File: src/mqf_pkg.sv
`default_nettype none
// ---------------------------------------------------------------------------
// mqf_pkg
// Shared types and constants of the multi-queue fifo engine: operation
// codes, status codes, controller states and default parameter values.
// ---------------------------------------------------------------------------
package mqf_pkg;

   // fixed field widths of the request and response
   localparam int KIND_W      = 2;
   localparam int QSEL_W      = 3;
   localparam int PUSH_W      = 32;
   localparam int POP_W       = 32;
   localparam int STATUS_W    = 2;
   localparam int FILL_OUT_W  = 9;

   // parameter defaults
   localparam int MQF_QUEUE_COUNT = 8;
   localparam int MQF_QUEUE_DEPTH = 256;
   localparam int MQF_DATA_WIDTH  = 32;

   typedef enum logic [KIND_W-1:0] {
      OP_PUSH  = 2'd0,
      OP_POP   = 2'd1,
      OP_CLEAR = 2'd2,
      OP_QUERY = 2'd3
   } op_type;

   typedef enum logic [STATUS_W-1:0] {
      STAT_OK    = 2'd0,
      STAT_EMPTY = 2'd1,
      STAT_FULL  = 2'd2
   } status_type;

   typedef enum logic [1:0] {
      S_IDLE,
      S_LOOKUP,
      S_FINISH
   } state_type;

   // control decisions of one descriptor update
   typedef struct packed {
      logic       desc_we;
      logic       elem_we;
      logic       elem_re;
      status_type status;
   } upd_ctrl_type;

endpackage : mqf_pkg
`default_nettype wire

File: src/mqf_update.sv
`default_nettype none
// ---------------------------------------------------------------------------
// mqf_update
// Descriptor update: from one queue's head, tail and fill and the requested
// operation, works out the new descriptor, the store access and the status.
// ---------------------------------------------------------------------------
module mqf_update #(
   parameter int QUEUE_DEPTH = 256,
   parameter int PW          = $clog2(QUEUE_DEPTH),
   parameter int FW          = $clog2(QUEUE_DEPTH + 1)
) (
   input  wire logic [mqf_pkg::KIND_W-1:0] kind,
   input  wire logic                       in_range,
   input  wire logic [PW-1:0]              head,
   input  wire logic [PW-1:0]              tail,
   input  wire logic [FW-1:0]              fill,
   output logic      [PW-1:0]              head_in,
   output logic      [PW-1:0]              tail_in,
   output logic      [FW-1:0]              fill_in,
   output mqf_pkg::upd_ctrl_type           ctrl
);
   import mqf_pkg::*;

   localparam logic [PW-1:0] LAST_SLOT = PW'(QUEUE_DEPTH - 1);
   localparam logic [FW-1:0] FULL_FILL = FW'(QUEUE_DEPTH);

   logic          is_full;
   logic          is_empty;
   logic [PW-1:0] head_next;
   logic [PW-1:0] tail_next;

   assign is_full   = (fill >= FULL_FILL);
   assign is_empty  = (fill == '0);
   assign head_next = (head == LAST_SLOT) ? '0 : PW'(head + 1'b1);
   assign tail_next = (tail == LAST_SLOT) ? '0 : PW'(tail + 1'b1);

   always_comb begin
      head_in      = head;
      tail_in      = tail;
      fill_in      = fill;
      ctrl.desc_we = 1'b0;
      ctrl.elem_we = 1'b0;
      ctrl.elem_re = 1'b0;
      ctrl.status  = STAT_OK;
      if (!in_range) begin
         // queue index beyond the configured count: no effect
         fill_in = '0;
      end else begin
         unique case (op_type'(kind))
            OP_PUSH: begin
               if (is_full) begin
                  ctrl.status = STAT_FULL;
               end else begin
                  tail_in      = tail_next;
                  fill_in      = FW'(fill + 1'b1);
                  ctrl.desc_we = 1'b1;
                  ctrl.elem_we = 1'b1;
               end
            end
            OP_POP: begin
               if (is_empty) begin
                  ctrl.status = STAT_EMPTY;
               end else begin
                  head_in      = head_next;
                  fill_in      = FW'(fill - 1'b1);
                  ctrl.desc_we = 1'b1;
                  ctrl.elem_re = 1'b1;
               end
            end
            OP_CLEAR: begin
               head_in      = '0;
               tail_in      = '0;
               fill_in      = '0;
               ctrl.desc_we = 1'b1;
            end
            OP_QUERY: begin
               ctrl.desc_we = 1'b0;
            end
            default: begin
               ctrl.desc_we = 1'b0;
            end
         endcase
      end
   end

endmodule : mqf_update
`default_nettype wire

File: config.mk
export PLATFORM = sky130hd
export DESIGN_NAME = mqf_update
export DESIGN_NICKNAME = d
export VERILOG_FILES = /design/src/mqf_pkg.sv /design/src/mqf_update.sv
export SDC_FILE = /design/constraint.sdc
export NUM_CORES = 1
export LEC_CHECK = 0
export CELL_PAD_IN_SITES_DETAIL_PLACEMENT = 1
export CELL_PAD_IN_SITES_GLOBAL_PLACEMENT = 1
export CORE_MARGIN = 5
export CORE_UTILIZATION = 50
export DETAILED_ROUTE_END_ITERATION = 12
export DONT_BUFFER_PORTS = 1
export PLACE_DENSITY_LB_ADDON = 0.08
export SYNTH_ARGS = -nofsm -noshare
export SYNTH_HDL_FRONTEND = slang
export SYNTH_SLANG_ARGS = --single-unit
File: constraint.sdc
create_clock -name vclk -period 3.05
set_clock_uncertainty 0.2 [all_clocks]
set_input_delay 0 -clock vclk [all_inputs]
set_output_delay 0 -clock vclk [all_outputs]
set_load 0.02 [all_outputs]
; Word-level counts from Yosys, hierarchy flattened
; Cells that the tools add are included.
[classes]
n_addsub = 4
mul = 0
div_mod_pow = 0
order_cmp = 1
n_eq_ne = 5
n_shift = 0
muxes = 21
n_bitwise = 0
n_reduce_logical = 2
[ops]
columns = operator, count
row1 = $mux 8, 6
row2 = $pmux 8 s2, 2
row3 = $mux 9, 3
row4 = $pmux 9 s3, 1
row5 = $add 8x1->8 const B, 2
row6 = $eq 8x8->1 const B, 2
row7 = $add 9x1->9 const B, 1
row8 = $ge 9x9->1 const B, 1
row9 = $logic_not 9->1, 1
row10 = $sub 9x1->9 const B, 1
row11 = $mux 5, 1
row12 = $eq 2x2->1 const B, 2
row13 = $mux 1, 4
row14 = $mux 2, 2
row15 = $pmux 1 s4, 1
row16 = $pmux 2 s2, 1
row17 = $eq 2x1->1 const B, 1
row18 = $logic_not 2->1, 1
[word_totals]
reg_bits = 0
latch_bits = 0
ramBits = 0
rom_bits = 0
in_bits = 28
output_inout_bits = 30
word_cells = 33
mem_count = 0

; Depth between registers and ports, before layout
[depth]
word_depth = 5
depth_mapped = 7

; Worst setup path before layout
; No wires, ideal clock.
[synth_timing]
path_type = input to output
from = input port kind[1] in the netlist's numbering
to = output port fill_in[2]
t_arrival_ps = 1863
slack_ps = 987
stages = 6
path_cell_list = inv_1 > ha_1 > clkbuf_1 > o311a_2 > a211oi_1 > a2111oi_0
[synth_between]
elab_chain_len = 3
elab_cells_between_ends = 5
[synth_lines]
columns = item, line_no
row1 = from (decl), mqf_update.sv:12  ; input wire logic [mqf_pkg::KIND_W-1:0] kind,
row2 = $eq 2x2->1 (tied with other cells), mqf_update.sv:49  ; unique case (op_type'(kind))
row3 = $pmux 9 s3 *, mqf_update.sv:49
row4 = $mux 9 *, mqf_update.sv:45  ; if (!in_range) begin
row5 = to (decl), mqf_update.sv:19  ; output logic [FW-1:0] fill_in,
; Every way passes the cells marked *; elsewhere a longest branch is shown, timed or not.

; Worst setup path after layout
[layout_timing]
from = input port fill[1]
to = output port fill_in[7]
[layout_between]
elab_chain_len = 4
elab_cells_between_ends = 8
[layout_lines]
columns = item, line_no
row1 = from (decl), mqf_update.sv:16  ; input wire logic [FW-1:0] fill,
row2 = $sub 9x1->9 (tied with other cells), mqf_update.sv:65  ; fill_in = FW'(fill - 1'b1);
row3 = "$mux 9, on equally long branches", "mqf_update.sv:61, mqf_update.sv:51"
row4 = $pmux 9 s3 *, mqf_update.sv:49
row5 = $mux 9 *, mqf_update.sv:45
; Marks and branches as above.

==> results.json <==
{
  "antenna_found_initial": 0,
  "rows": 18,
  "dieArea_um2": 3645,
  "synth_area_leader_cell": "ha_1",
  "vias_per_cell": 7.088,
  "worstPathRequired_ns": 2.85,
  "ir_drop_uv": 82.36,
  "nFlopsAndLatches": 0,
  "grt_pass1_vias": 1540,
  "finalHoldViolCount": 1,
  "max_cap_viol_count": 0,
  "synthTopCellsByCount": "nand2_1, inv_1, nor2_1",
  "report.power.total_w": 0.0001682,
  "drv_slew": 0,
  "firstDrtPassIters": 4,
  "outcome": "finished, violations left",
  "dr_wl_met3_um": 373,
  "ff_latch_area_um2": 0,
  "gr-total-overflow": 0,
  "hold_depth": 2,
  "p_per_area_nw_per_um2": 129.1,
  "period_share_pct": 70.61,
  "synth_compound_area_share_pct": 37.08,
  "critPathSlowestCell": "or3b_2",
  "syn-cell-area_um2": 1269,
  "drive_above_1_share_pct": 9.091,
  "whs_endpoint": "head_in[6]",
  "fmax_mhz": 464.4,
  "clkbuf_count": 0,
  "met2_wirelength_um": 2283,
  "violations": "hold timing",
  "start_kind": "input port",
  "antenna_left": 0,
  "drt-total-wl_um": 4532,
  "initial_core_util_pct": 51.68,
  "cp_num_buf_inv": 1,
  "io_buffers": 0,
  "cp-end-kind": "output port",
  "layout_min_cycle_time_ns": 2.153,
  "yosys.cell_types.count": 62,
  "grt_usage_pct": 24.84,
  "synthXorXnorAreaFrac_pct": 4.142,
  "hold_class": "in -> out",
  "hold_slack_ns": -0.001954,
  "post-dp-hpwl_um": 3455,
  "grt_pass1_wl_um": 7155,
  "crit_chain": "inv_1, ha_1, or3b_2, o311ai_0, mux2_2, a31oi_1",
  "path_class": "in -> out",
  "synth_top_family_by_area": "simple AND/OR/NAND/NOR gates",
  "area_growth_pct": 2.663,
  "p_leak_nw": 0.4962,
  "arrival_ns": 1.95,
  "synth-simple-area-share_pct": 37.77,
  "synth_top_area_share_pct": 7.890,
  "synthesis.nets": 229,
  "final_cells": 217,
  "avgSynthCellArea_um2": 6.574,
  "drc": 0,
  "ys_seq_area_share_pct": 0,
  "rsz0062_at_grt": "no",
  "nFillCells": 351,
  "n_antenna_cell": 0,
  "yosysMostFrequentCell": "nand2_1",
  "synthTopCellsByArea": "ha_1, nand2_1, o21ai_0, inv_1, nor2_1",
  "cpPeakStageDelay_ns": 0.54,
  "wl_per_cell_um": 20.88,
  "dr.first_iter.drc_count": 100,
  "gp_congestion": 0.8065,
  "grt_max_degree": 21,
  "crit_family": "compound AO/OA/AOI/OAI gates",
  "pin_count": 58,
  "setup_tns_ns": 0,
  "place_inst": 213,
  "vias": 1538,
  "syn_inst": 193,
  "holdCritStartpoint": "head[6]",
  "nNetsFinal": 225,
  "top_layer": "met4",
  "setup_violations": 0,
  "synthAdderAreaFrac_pct": 7.890,
  "die_w_um": 60.37,
  "ys_warn_count": 0,
  "core_um2": 2455,
  "met1_length_um": 1860,
  "die_h_um": 60.37,
  "tightest_slew_ns": 0.7935,
  "synthMuxAreaShare_pct": 3.353,
  "cp_max_fo": 6,
  "multi_input_area_um2": 1146,
  "relSlewSlack_pct": 46.93,
  "cts_resized": 0
}
==> power by group <==
group,switching (W),internal [W],total [W]
combinational,0.000112,0.0000562,0.000168
sequential,0,0,0
clock,0,0,0
==> metal layers <==
layer	GRT usage, %	vias to the layer above
met2	47.53	51
met1	29.20	764
met4	1.899	0
li1	-	721
met3	5.319	2
met5	0	-
==> worst max-delay path by stage <==
stage | start | end | slack [ns] | depth (start not counted)
global placement | fill[0] | fill_in[7] | 0.93 | 6
floorplan | kind[1] | fill_in[2] | 0.99 | 6
global route | fill[1] | fill_in[7] | 0.79 | 6
detailed placement | fill[1] | fill_in[7] | 0.89 | 6
finish | fill[1] | fill_in[7] | 0.90 | 6
CTS | fill[1] | fill_in[7] | 0.89 | 6
==> area by class of cell <==
class / instances / share of cell area, %
inverters: 15 / 4.323
multi-input cells: 165 / 87.99
repair buffers: 7 / 4.803
well taps: 30 / 2.882
==> layout by cell type, fill, tap and decap left out, types with 5 or more instances in the layout <==
master	Yosys	routed
nand2b_1	5	5
a21oi_1	7	7
nand2_1	22	22
nand3_1	6	6
or3_1	5	5
nor2_1	14	14
nor3_1	8	8
ha_1	8	8
o21ai_0	11	11
inv_1	14	14
==> cell families (layout without fill, tap and decap cells) <==
| logic type | count (synthesis) | in the layout |
|---|---|---|
| mux | 4 | 4 |
| buf+inv | 28 | 22 |
| fa+ha+maj | 8 | 8 |
| compound gates | 59 | 59 |
| xor+xnor | 6 | 6 |
| simple gates | 88 | 88 |
==> timing repair <==
action	4_1_cts	5_1_grt
hold buffers	4	0
setup buffers	0	0
endpoints found under the hold margin	5	0
==> stage by stage <==
step | area [um2] | utilization [%] | worst slack, ns
global route | 1303 | 53.06 | 0.7884
floorplan | 1269 | - | 0.9873
detailed placement | 1262 | 51.43 | 0.8876
CTS | 1303 | 53.06 | 0.8870
finish | 1303 | 53.06 | 0.8965
global placement | 1262 | 51.43 | 0.9281
Note: power is estimated with default switching activity, not from simulation.
